## src/hw/rtl/qrs_pkg.sv

```systemverilog
// shared types and constants for the quadratic root solver
package qrs_pkg;

  localparam int ROOT_FRAC_BITS_DEF = 16;
  localparam int COEF_W = 16;
  localparam int ROOT_W = 32;

  localparam logic [1:0] CNT_NONE = 2'd0;
  localparam logic [1:0] CNT_ONE  = 2'd1;
  localparam logic [1:0] CNT_TWO  = 2'd2;
  localparam logic [1:0] CNT_INF  = 2'd3;

  typedef struct packed {
    logic signed [COEF_W-1:0] coef_a;
    logic signed [COEF_W-1:0] coef_b;
    logic signed [COEF_W-1:0] coef_c;
  } qrs_in_t;

  typedef struct packed {
    logic [1:0]               root_count;
    logic signed [ROOT_W-1:0] root_first;
    logic signed [ROOT_W-1:0] root_second;
    logic                     root_saturated;
  } qrs_out_t;

endpackage

```

## src/hw/rtl/qrs_div_cell.sv

```systemverilog
// one quotient bit cell of the pipelined restoring divider chain
module qrs_div_cell import qrs_pkg::*; #(
  parameter int MW = 34,
  parameter int DW = 17,
  parameter int SW = 3
) (
  input  logic          clk,
  input  logic          rst,
  input  logic          en,
  input  logic          v_i,
  input  logic [MW-1:0] num_i,
  input  logic [DW-1:0] rem_i,
  input  logic [DW-1:0] d_i,
  input  logic [SW-1:0] side_i,
  output logic          v_o,
  output logic [MW-1:0] num_o,
  output logic [DW-1:0] rem_o,
  output logic [DW-1:0] d_o,
  output logic [SW-1:0] side_o
);

  logic [DW:0] rem_sh;
  logic [DW:0] rem_next;
  logic        ge;

  always_comb begin
    rem_sh   = {rem_i, num_i[MW-1]};
    ge       = rem_sh >= {1'b0, d_i};
    rem_next = ge ? rem_sh - {1'b0, d_i} : rem_sh;
  end

  always_ff @(posedge clk) begin
    if (rst) begin
      v_o <= 1'b0;
    end else if (en) begin
      v_o <= v_i;
    end
  end

  always_ff @(posedge clk) begin
    if (en) begin
      num_o  <= {num_i[MW-2:0], ge};
      rem_o  <= rem_next[DW-1:0];
      d_o    <= d_i;
      side_o <= side_i;
    end
  end

endmodule

```

## config.mk

```make
export PLATFORM = sky130hd
export DESIGN_NAME = qrs_div_cell
export DESIGN_NICKNAME = d
export VERILOG_FILES = /design/src/hw/rtl/qrs_pkg.sv /design/src/hw/rtl/qrs_div_cell.sv
export SDC_FILE = /design/constraint.sdc
export NUM_CORES = 1
export LEC_CHECK = 0
export BUFFER_PORTS_ARGS = -buffer_cell sky130_fd_sc_hd__buf_2
export CAP_MARGIN = 20
export CELL_PAD_IN_SITES_DETAIL_PLACEMENT = 1
export CELL_PAD_IN_SITES_GLOBAL_PLACEMENT = 2
export CORE_ASPECT_RATIO = 0.7
export CORE_UTILIZATION = 27
export CTS_CLUSTER_SIZE = 20
export DETAILED_ROUTE_END_ITERATION = 10
export PLACE_DENSITY_LB_ADDON = 0.2
export SETUP_SLACK_MARGIN = 0.3
export SLEW_MARGIN = 20
export SYNTH_ARGS = -nofsm -noshare
export SYNTH_HDL_FRONTEND = slang
export SYNTH_SLANG_ARGS = --single-unit
```

## constraint.sdc

```tcl
create_clock -name clk -period 2.2 [get_ports clk]
set_input_delay 0.22 -clock clk [delete_from_list [all_inputs] [get_ports clk]]
set_output_delay 0.22 -clock clk [all_outputs]
set_load 0.01 [all_outputs]
```

# == Word level (Yosys, flattened, before mapping) ==
# Cells that the tools add are included.
# totals
input_bits,75
out_inout_bits,72
elab_cells,8
register_bits,72
# classes
mux,1
addsub,1
n_lt_le_gt_ge,1
# op_table
operator,count
$ge 18x17->1,1
$mux 17,1
$sub 17x17->17,1

# == Longest topological paths before layout ==
# logic_depth
ltp_word,2
ltp_mapped,11
mapped_depth_nobuf,10

# == Worst setup path after synthesis ==
# OpenSTA, ideal clock, no wires.
# synth_path
path_type,input to register
startpoint,in num_i[33]
endpoint,"reg rem_o[10], data pin"
setup_ns,0.266
path_buffers,1
t_required_ns,1.934
arrival_time_ns,1.981
path_slack_ns,-0.048
cell_stages,10
cell_sequence,inv_1 > ha_1 > inv_1 > fa_1 > a21oi_1 > or3_4 > a2111oi_4 > nor3_2 > clkbuf_1 > o21ai_1
# synth_via
elab_chain_cells,2
word_cells_on_any_way,3
cone_classes,add/sub (1); order compare (1); mux (1)
# synth_lines
item,line,source
start: declaration,qrs_div_cell.sv:11,"input logic [MW-1:0] num_i,"
$sub 17x17->17 or $ge 18x17->1 (tied branches),"qrs_div_cell.sv:29, qrs_div_cell.sv:28",
$mux 17 (*),qrs_div_cell.sv:29,"rem_next = ge ? rem_sh - {1'b0, d_i} : rem_sh;"
named net rem_next[10],qrs_div_cell.sv:23,logic [DW:0] rem_next;
end signal: assignment,qrs_div_cell.sv:43,rem_o <= rem_next[DW-1:0];
end: declaration,qrs_div_cell.sv:17,"output logic [DW-1:0] rem_o,"
# Mark *: on every way through the listed nets, which the timed path passes. The rest lies on a longest branch.
# A chain may end at the register's enable or synchronous reset.

# == Worst setup path in the final report ==
# layout_path
startpoint,in num_i[33]
endpoint,"reg rem_o[14], data pin"
# The elaborated chain is that of the path after synthesis.

==> results.md <==
* Cts hold-fix bufs at 0
* Cells along the critical path: buf_12, inv_12, ha_4, inv_2, fa_2, a21oi_2, or3_4, buf_4, a211oi_2, or3_1, a32o_1
* Remaining DRCs at 0
* Crit end category: register
* CP peak stage delay at 0.35 ns
* Tightest Pin Transition at 0.386 ns
* Initial antenna violation count at 0
* Buffers on Ports at 146
* Die area at 0.0126 sq mm
* Synth top area share at 0.652
* Clk buf depth at 2
* Leakage dissipation at 2.28 nW
* 1st-pass router iterations at 4
* Congestion Overflow GR at 0
* Ys flop type: edfxtp_1
* Hold Path Cell Cnt at 2
* Instance count on the critical path at 11
* Commonest cells post-synth: edfxtp_1, inv_1, nand2_1
* Mean Syn Cell Area at 13.7 sq um
* Largest net degree at the start of global routing at 48
* Core area at 0.0118 sq mm
* Share of layout cells above drive strength 1 at 0.606
* Top delay family on crit path: simple AND/OR/NAND/NOR gates
* CP Launch Type: primary input
* CTS root buf: clkbuf_16
* CTS H-tree lvls at 3
* Routed vias at 2611
* CP arrival at 2.01 ns
* Synth Instances at 239
* Clk sinks at 72
* CP Buf/Inv Count at 4
* Starting Density at 0.278
* Setup violators final at 0
* Pwr per Cell Area at 749 mW/mm^2
* Max_cap viols at 0
* Synth area leader: edfxtp_1
* I/O pins at 147
* Worst clock skew at 0 ns
* Slew Limit Fails at 0
* Final std cell area, no fill at 0.00530 sq mm
* Diode count at 0
* Seq/Total Area, Yosys at 0.658
* Post-synthesis async set-or-reset flop share at 0
* Slew HR at 0.742
* Synthesized cell area at 0.00327 sq mm
* Final worst path period share at 0.873
* Worst r2r path cells at 2
* DRT antenna net count at 0
* Layout area overhead at 61.9%
* Number of synthesized flops with an enable pin at 71
* CP Max Fanout at 3
* Kind of critical path: in2reg
* VDD IR max at 367 uV
* Post-DP HPWL at 6.59 mm
* First-pass GRT wire length at 13.6 mm
* Synth Register Bits at 72
* Cell with the most instances after synthesis: edfxtp_1
* Number of global-route vias before repair at 2681
* Pre-CTS WS at -0.234 ns
* Placer Congestion at 0.745
* CP max-delay cell: fa_2
* RSZ-0062 raised after global routing: true
* Status: complete, no violations
* Row count at 33
* Nets@finish at 535
* Die H at 94.1 um
* Yosys cell types at 44
* CTS tree: done
* Area contributors post-synth: edfxtp_1, ha_1, inv_1
* Synthesized Nets at 332
* Synth Warn # at 0
* Wire length per cell at 14.3 um
* Fmax at 0.521 GHz
* DRT Wirelength at 8.61 mm
* Clock-pin transition on the worst setup and hold timing paths at 0.06 ns
* Die width at 134 um
* CP required at 2.29 ns
* Initial DRC Count at 72
* Final Critical Period at 1.92 ns
* Clock insertion delay at the later pin of the skew report at 0.33 ns
* Worst hold path class: in2reg
* Tot Pwr at 3.97 mW
* CTS Buf Count at 9
* Via density at 4.32
* Setup ws final at 0.280 ns
* Placed cell areas at 0.00475 sq mm
* GRT Total Usage at 0.144
* Final Hold Violating Endpoints at 0
path summary, 6_finish.rpt:
check | startpoint | to | slack [ns]
setup / recovery | num_i[33] | rem_o[14]$_DFFE_PP_ | 0.28
hold / removal | rst | v_o$_SDFFE_PP0P_ | 0.03
setup reg to reg | v_o$_SDFFE_PP0P_ | v_o$_SDFFE_PP0P_ | 1.62
hold reg to reg | v_o$_SDFFE_PP0P_ | v_o$_SDFFE_PP0P_ | 0.50
per-layer routing:
metal  wire length, um  vias to the layer above  track usage
met5                 0                        -            0
met4               100                        0       0.0511
met3               478                        7       0.0426
met2              3950                       93        0.223
met1              4080                     1219        0.190
li1                  -                     1292            -
final cells by class:
| class | count | area (sq um) |
|---|---|---|
| Multi-Input combinational cell | 141 | 1360 |
| Tap cell | 157 | 196 |
| Sequential cell | 72 | 2150 |
| Timing Repair Buffer | 195 | 1210 |
| Fill cell | 1287 | 6470 |
| Inverter | 23 | 98.8 |
| Clock inverter | 7 | 62.6 |
| Clock buffer | 9 | 225 |
stage by stage:
| step | util | setup TNS [ns] | hold slack (ns) | instances |
|---|---|---|---|---|
| 2_1_floorplan | - | 0 | 0.292 | 239 |
| 6_report | 0.450 | 0 | 0.0332 | 604 |
| 3_3_place_gp | 0.403 | -1.51 | 0.379 | 583 |
| 5_1_grt | 0.450 | 0 | 0.0219 | 604 |
| 3_5_place_dp | 0.403 | -2.30 | 0.380 | 583 |
| 4_1_cts | 0.436 | 0 | 0.0193 | 601 |
sequential cells by signal, indices dropped and copies added (netlist names):
name    count
num_o      34
d_o        17
rem_o      17
side_o      3
v_o         1
worst reg2reg max path, stage by stage (launching register included):
cell,delay (ns)
dfxtp_1,0.31
mux2i_1,0.13
nor2_1,0.05
power by group:
part | internal, mW | switching (mW) | leakage (nW)
combinational | 0.433 | 0.439 | 1.45
clock | 0.786 | 0.616 | 0.133
sequential | 1.66 | 0.0293 | 0.703
total | 2.88 | 1.08 | 2.28
kinds of logic (layout without fill, tap and decap cells):
group,count (synthesis),count (layout),synth area share
and+or+nand+nor,51,51,0.0769
DFF,72,72,0.658
buffers and inverters,26,234,0.0325
xor gates and xnor gates,10,10,0.0268
muxes,3,3,0.00956
AOI/OAI and AO/OA,59,59,0.125
adders and majority gates,18,18,0.0711
timing repair:
| action | in CTS | in global routing |
|---|---|---|
| setup endpoints to repair | 17 | 17 |
| resized for setup | 20 | 35 |
| pin swaps | 3 | 14 |
| buffers inserted | 2 | 3 |
layout by cell type, fill, tap and decap left out, types with 3 or more instances in the layout:
master      count
ha_4           12
inv_1          14
clkinvlp_4      3
nor2_1          5
nand2_4         6
clkbuf_16       9
xor2_1          5
a21o_1          6
o21ai_1         9
buf_4          41
a21oi_1        10
nand2_1        14
buf_2         139
nor3_1          3
a21oi_2         3
ha_1            5
buf_6          11
nand2_2         3
inv_2           8
o21ai_2         5
edfxtp_1       71
buf_12          4
xnor2_1         5
o21ai_0         6
(Power assumes the default switching activity.)
