**config.mk**
```make
export PLATFORM = sky130hd
export DESIGN_NAME = qrs_sqrt_cell
export DESIGN_NICKNAME = d
export VERILOG_FILES = /design/src/hw/rtl/qrs_pkg.sv /design/src/hw/rtl/qrs_sqrt_cell.sv
export SDC_FILE = /design/constraint.sdc
export NUM_CORES = 1
export LEC_CHECK = 0
export BUFFER_PORTS_ARGS = -buffer_cell sky130_fd_sc_hd__buf_2
export CAP_MARGIN = 5
export CORE_MARGIN = 3
export CORE_UTILIZATION = 48
export CTS_CLUSTER_DIAMETER = 80
export DETAILED_ROUTE_END_ITERATION = 10
export PLACE_DENSITY = 0.92
export SLEW_MARGIN = 5
export SYNTH_ARGS = -nofsm -noshare
export SYNTH_HDL_FRONTEND = slang
export SYNTH_SLANG_ARGS = --single-unit
```
**constraint.sdc**
```tcl
create_clock -name clk -period 4.8 [get_ports clk]
set_clock_uncertainty 0.15 [all_clocks]
set_input_delay 0.96 -clock clk [delete_from_list [all_inputs] [get_ports clk]]
set_output_delay 0.96 -clock clk [all_outputs]
set_load 0.005 [all_outputs]
```
**src/hw/rtl/qrs_pkg.sv**
```systemverilog
// shared types and constants for the quadratic root solver
package qrs_pkg;

  localparam int ROOT_FRAC_BITS_DEF = 16;
  localparam int COEF_W = 16;
  localparam int ROOT_W = 32;

  localparam logic [1:0] CNT_NONE = 2'd0;
  localparam logic [1:0] CNT_ONE  = 2'd1;
  localparam logic [1:0] CNT_TWO  = 2'd2;
  localparam logic [1:0] CNT_INF  = 2'd3;

  typedef struct packed {
    logic signed [COEF_W-1:0] coef_a;
    logic signed [COEF_W-1:0] coef_b;
    logic signed [COEF_W-1:0] coef_c;
  } qrs_in_t;

  typedef struct packed {
    logic [1:0]               root_count;
    logic signed [ROOT_W-1:0] root_first;
    logic signed [ROOT_W-1:0] root_second;
    logic                     root_saturated;
  } qrs_out_t;

endpackage

```
**src/hw/rtl/qrs_sqrt_cell.sv**
```systemverilog
// one digit cell of the pipelined square root chain
module qrs_sqrt_cell import qrs_pkg::*; #(
  parameter int RW = 33,
  parameter int SW = 8
) (
  input  logic            clk,
  input  logic            rst,
  input  logic            en,
  input  logic            v_i,
  input  logic [2*RW-1:0] rad_i,
  input  logic [RW+1:0]   rem_i,
  input  logic [RW-1:0]   root_i,
  input  logic [SW-1:0]   side_i,
  output logic            v_o,
  output logic [2*RW-1:0] rad_o,
  output logic [RW+1:0]   rem_o,
  output logic [RW-1:0]   root_o,
  output logic [SW-1:0]   side_o
);

  logic [RW+3:0] rem_sh;
  logic [RW+3:0] trial;
  logic [RW+3:0] rem_next;
  logic          ge;

  always_comb begin
    rem_sh   = {rem_i, rad_i[2*RW-1 -: 2]};
    trial    = {2'b00, root_i, 2'b01};
    ge       = rem_sh >= trial;
    rem_next = ge ? rem_sh - trial : rem_sh;
  end

  always_ff @(posedge clk) begin
    if (rst) begin
      v_o <= 1'b0;
    end else if (en) begin
      v_o <= v_i;
    end
  end

  always_ff @(posedge clk) begin
    if (en) begin
      rad_o  <= {rad_i[2*RW-3:0], 2'b00};
      rem_o  <= rem_next[RW+1:0];
      root_o <= {root_i[RW-2:0], ge};
      side_o <= side_i;
    end
  end

endmodule

```
# Word-level counts from Yosys, hierarchy flattened
# Cells that the tools add are included.
word_totals:
  rom_bits: 0
  memories: 0
  elab_cells: 8
  input_bits: 146
  ramBits: 0
  out_inout_bits: 143
  latch_bits: 0
  reg_bits: 141
classes:
  muxes: 1
  mul: 0
  n_reduce_logical: 0
  magnitude_cmp: 1
  bitwise_logic: 0
  eq_ne: 0
  div: 0
  shifts: 0
  add_sub_neg: 1
op_table:
  columns: ["op", "count"]
  rows:
  - ["37-bit by 35-bit greater-or-equal comparator with 1-bit output", 1]
  - ["35-bit 2-to-1 mux", 1]
  - ["35-bit subtractor", 1]

# Longest topological paths before layout
depth:
  word_depth: 2
  depth_mapped: 14
  mapped_depth_nobuf: 11

# Worst setup path before layout
# Ideal clock, no wire load.
synth_path:
  kind: "in2reg"
  startpoint: "input port root_i[9]"
  endpoint: "register rem_o[17] (data pin)"
  slack_ns: 1.139
  required_time_ns: 4.390
  path_buffers: 2
  path_stages: 11
  setup_time_ns: 0.260
  arrival_time_ns: 3.251
  path_cell_list: "inv_1 -> ha_1 -> buf_2 -> nand2_1 -> or3_1 -> or4_1 -> o31a_1 -> o21ai_2 -> o211ai_2 -> buf_6 -> mux2_4"
synth_via:
  elab_chain_cells: 2
  word_cells_on_any_way: 3
  cone_classes: "add/sub: 1; order compare: 1; mux: 1"
synth_lines:
  columns: ["element", "line", "text"]
  rows:
  - ["start, declared", "qrs_sqrt_cell.sv:12", "input logic [RW-1:0] root_i,"]
  - ["35-bit subtractor / 37-bit by 35-bit greater-or-equal comparator with 1-bit output (equally long branches)", "qrs_sqrt_cell.sv:30, qrs_sqrt_cell.sv:29", null]
  - ["35-bit 2-to-1 mux *", "qrs_sqrt_cell.sv:30", "rem_next = ge ? rem_sh - trial : rem_sh;"]
  - ["net rem_next[17]", "qrs_sqrt_cell.sv:23", "logic [RW+3:0] rem_next;"]
  - ["end signal, assigned", "qrs_sqrt_cell.sv:44", "rem_o <= rem_next[RW+1:0];"]
  - ["end, declared", "qrs_sqrt_cell.sv:16", "output logic [RW+1:0] rem_o,"]
# The timed path passes the listed nets; every way through them passes the cells marked *.
# A chain may end at the register's enable or synchronous reset.

# Final worst setup path
layout_path:
  startpoint: "input port root_i[24]"
  endpoint: "register rem_o[11] (data pin)"
layout_via:
  elab_chain_cells: 2
layout_lines:
  columns: ["element", "line", "text"]
  rows:
  - ["37-bit by 35-bit greater-or-equal comparator with 1-bit output", "qrs_sqrt_cell.sv:29", "ge = rem_sh >= trial;"]
  - ["35-bit 2-to-1 mux", "qrs_sqrt_cell.sv:30", null]
  - ["net rem_next[11]", "qrs_sqrt_cell.sv:23", null]
# The timed path passes the listed nets, and every way through them passes these cells.

==> results.md <==
- Outcome: finished clean
- Post-route setup slack: 0.998 ns
- # IOs: 289
- CP Cell Sequence: buf_2, inv_1, ha_1, nand4_1, or3_1, nor3_1, o211ai_1, a211oi_1, o211ai_4, buf_4, nand2_1, o21ai_1
- Antenna Nets Post-Route: 0
- Port bufs: 286
- Sink Count: between 100 and 150
- Cell count after synthesis: 520
- Power per cell area: 389 mW/mm^2
- Synth async-reset ratio: 0%
- Worst EP required: 4.80 ns
- Setup TNS Final: 0 ns
- Drt drc: 0
- Synth area leader: edfxtp_1
- Worst-Skew Late Latency: 0.42 ns
- CTS tree: done
- DP HPWL: ~14 mm
- Max Fclk: 263 MHz
- Die area: between 0.015 and 0.02 mm^2
- Via Count: between 5000 and 6000
- Worst min path class: reg2reg
- Clk buf depth: 2
- Number of hold buffers added after cts: 0
- Core Area: between 0.01 and 0.015 mm^2
- Initial antenna violation count: 3
- WHS: 0.363 ns
- Share of layout cells above drive strength 1: 39.4%
- Post-synth EDFFs: 140
- Critical path startpoint category: input pin
- Die width: between 100 and 150 um
- Initial core utilization: 49.4%
- Syn Area/Cell: about 13 um^2
- Max-cap viol count: 0
- Slew headroom: 48.7%
- CP Launch Point: root_i[24]
- Period utilization: 79.2%
- Final Hold Fails: 0
- Fin. max-slew vios: 0
- R2R Path End: v_o
- Ys Warns: 0
- Max VDD drop: 0.217 mV
- Root Driver: clkbuf_16
- # H-tree levels: 4
- Worst R2R Setup Slack: 4.05 ns
- CTS resizes: 0
- Cell row count: 42
- Synth top area share: 63.8%
- Detailed Route WL: 18.3 mm
- Final Critical Period: 3.80 ns
- Slowest CP cell: a211oi_1
- Critical path destination: rem_o[11]
- Critical path's largest stage delay: just under 0.5 ns
- Slew @ Worst Pin: 0.770 ns
- Reg2reg path depth: 2
- Worst Path Max Fanout: 27
- Ys flop type: edfxtp_1
- Total power: 3.42 mW
- Commonest non-fill, non-tap cell in the layout: buf_2
- GR Overflow Total: 0
- First-pass GRT wire length: 26.2 mm
- Top cells by area, synth: edfxtp_1 (64%), ha_1 (6.6%), nand2_1 (3.4%), a21oi_1 (2.8%), inv_1 (2.4%)
- Sequential area share after synthesis: between 60% and 70%
- Tot GR Track Use: between 20 and 25%
- Placed insts: 973
- Final setup vio count: 0
- Leakage power: around 4.0 nW
- R2R Path Start: v_o
- Vias per cell: 5.28
- Synth cell types: 48
- Pre-CTS WS: 0.580 ns
- Largest net degree at the start of global routing: 87
- Clk slew on worst S/H paths: 0.06 ns
- 1st-pass router iterations: 5
- RSZ-0062 raised after global routing: false
- Worst setup EP type: flop
- Vias in the first global route: 5110
- Cell Area, Synth: 0.00659 mm^2
- First-iteration detailed-routing DRC count: 485
- Final GP Congestion: 0.860
- Non-filler cells, final: a little over 1000
- Routed length per instance: 18.2 um
- Synthesized flop and latch total: 141
- Fin nets: 997
- Synth-to-Final Area Change: 33.2%
- Die Y: 123 um
- Kind of critical path: in2reg
- Post-CTS setup buffers: 0
- TritonCTS buffer count: 17
- Crit path DAT: roughly 3.8 ns
- Commonest non-fill, non-tap cells in the layout: buf_2 (285), edfxtp_1 (140), nand2_1 (59)
[cell usage after synthesis, types with 2 or more instances]
library cell	count
edfxtp_1	140
o31ai_1	3
nor3_1	5
a21oi_1	37
o21a_1	4
nand2b_1	2
buf_4	2
buf_2	2
nor4_1	2
or3_1	3
nor2_1	22
o21bai_1	6
ha_1	35
o211ai_1	6
a31oi_1	2
buf_6	4
xnor2_1	16
o21ai_1	29
a21o_1	19
inv_1	43
nand4_1	5
o21ai_0	13
and3_1	4
xor2_1	17
nand3_1	8
clkbuf_1	6
a211oi_1	3
a31o_2	2
mux2i_1	2
nand2_1	59
o31a_1	2
[registers in the layout, indices dropped and copies added, names as in the netlist]
signal	count
v_o	1
side_o	8
rem_o	35
rad_o	64
root_o	33
[power breakdown]
group / total (mW) / internal [mW] / leakage, nW / switching, mW
Clock: 1.28 / 0.767 / 0.270 / 0.510
Combinational: 0.598 / 0.263 / 2.30 / 0.335
Sequential: 1.54 / 1.51 / 1.38 / 0.0314
Total: 3.42 / 2.54 / 3.95 / 0.877
[cell families after synthesis]
logic type	Yosys count	synth area share, %
xor gates and xnor gates	33	4.38
muxes	3	0.531
DFF	141	64.1
adders and majority gates	35	6.64
other	1	0.0569
AOI/OAI and AO/OA	136	12.9
and+or+nand+nor	114	7.55
buffers and inverters	57	3.85
[worst min-delay path by stage]
stage,from,to,slack [ns],cells past startpoint
after floorplan,v_o,v_o,0.33,2
after global placement,v_o,v_o,0.32,2
after detailed placement,v_o,v_o,0.35,2
after CTS,v_o,v_o,0.37,2
after global routing,v_o,v_o,0.44,2
final,v_o,v_o,0.36,2
[layer usage]
layer	part of all wire [%]	global-route usage, %	up-vias	routed length (um)
met2	53	41.6	243	9700
li1	-	-	2508	-
met3	8.6	7.04	38	1570
met4	3.0	9.97	0	546
met1	35	24.5	2535	6500
met5	0	0	-	0
[worst max-delay path: cells and delay by family]
kind / cells / cell delay, ns
buffers and inverters: 3 / 0.45
AO/OA/AOI/OAI: 4 / 1.07
AND/OR/NAND/NOR: 4 / 0.91
adder cells (fa/ha/maj): 1 / 0.41
[cell type report]
| cell class | instances | area (um^2) |
|---|---|---|
| clock buffers | 19 | 433 |
| multi-input cells | 323 | 2130 |
| flip-flops and latches | 141 | 4220 |
| inverters | 43 | 161 |
| fillers | 1006 | 4570 |
| clock inverters | 13 | 140 |
| diodes | 3 | 7.51 |
| well taps | 176 | 220 |
| repair buffers | 290 | 1470 |
[per-stage QoR]
step | utilization [%] | instance area [um^2]
detailed placement | 61.4 | 8200
global route | 65.8 | 8780
global placement | 61.4 | 8200
finish | 65.8 | 8780
CTS | 65.7 | 8770
floorplan | - | 6600
No activity file was read; power rests on OpenSTA's default activity.
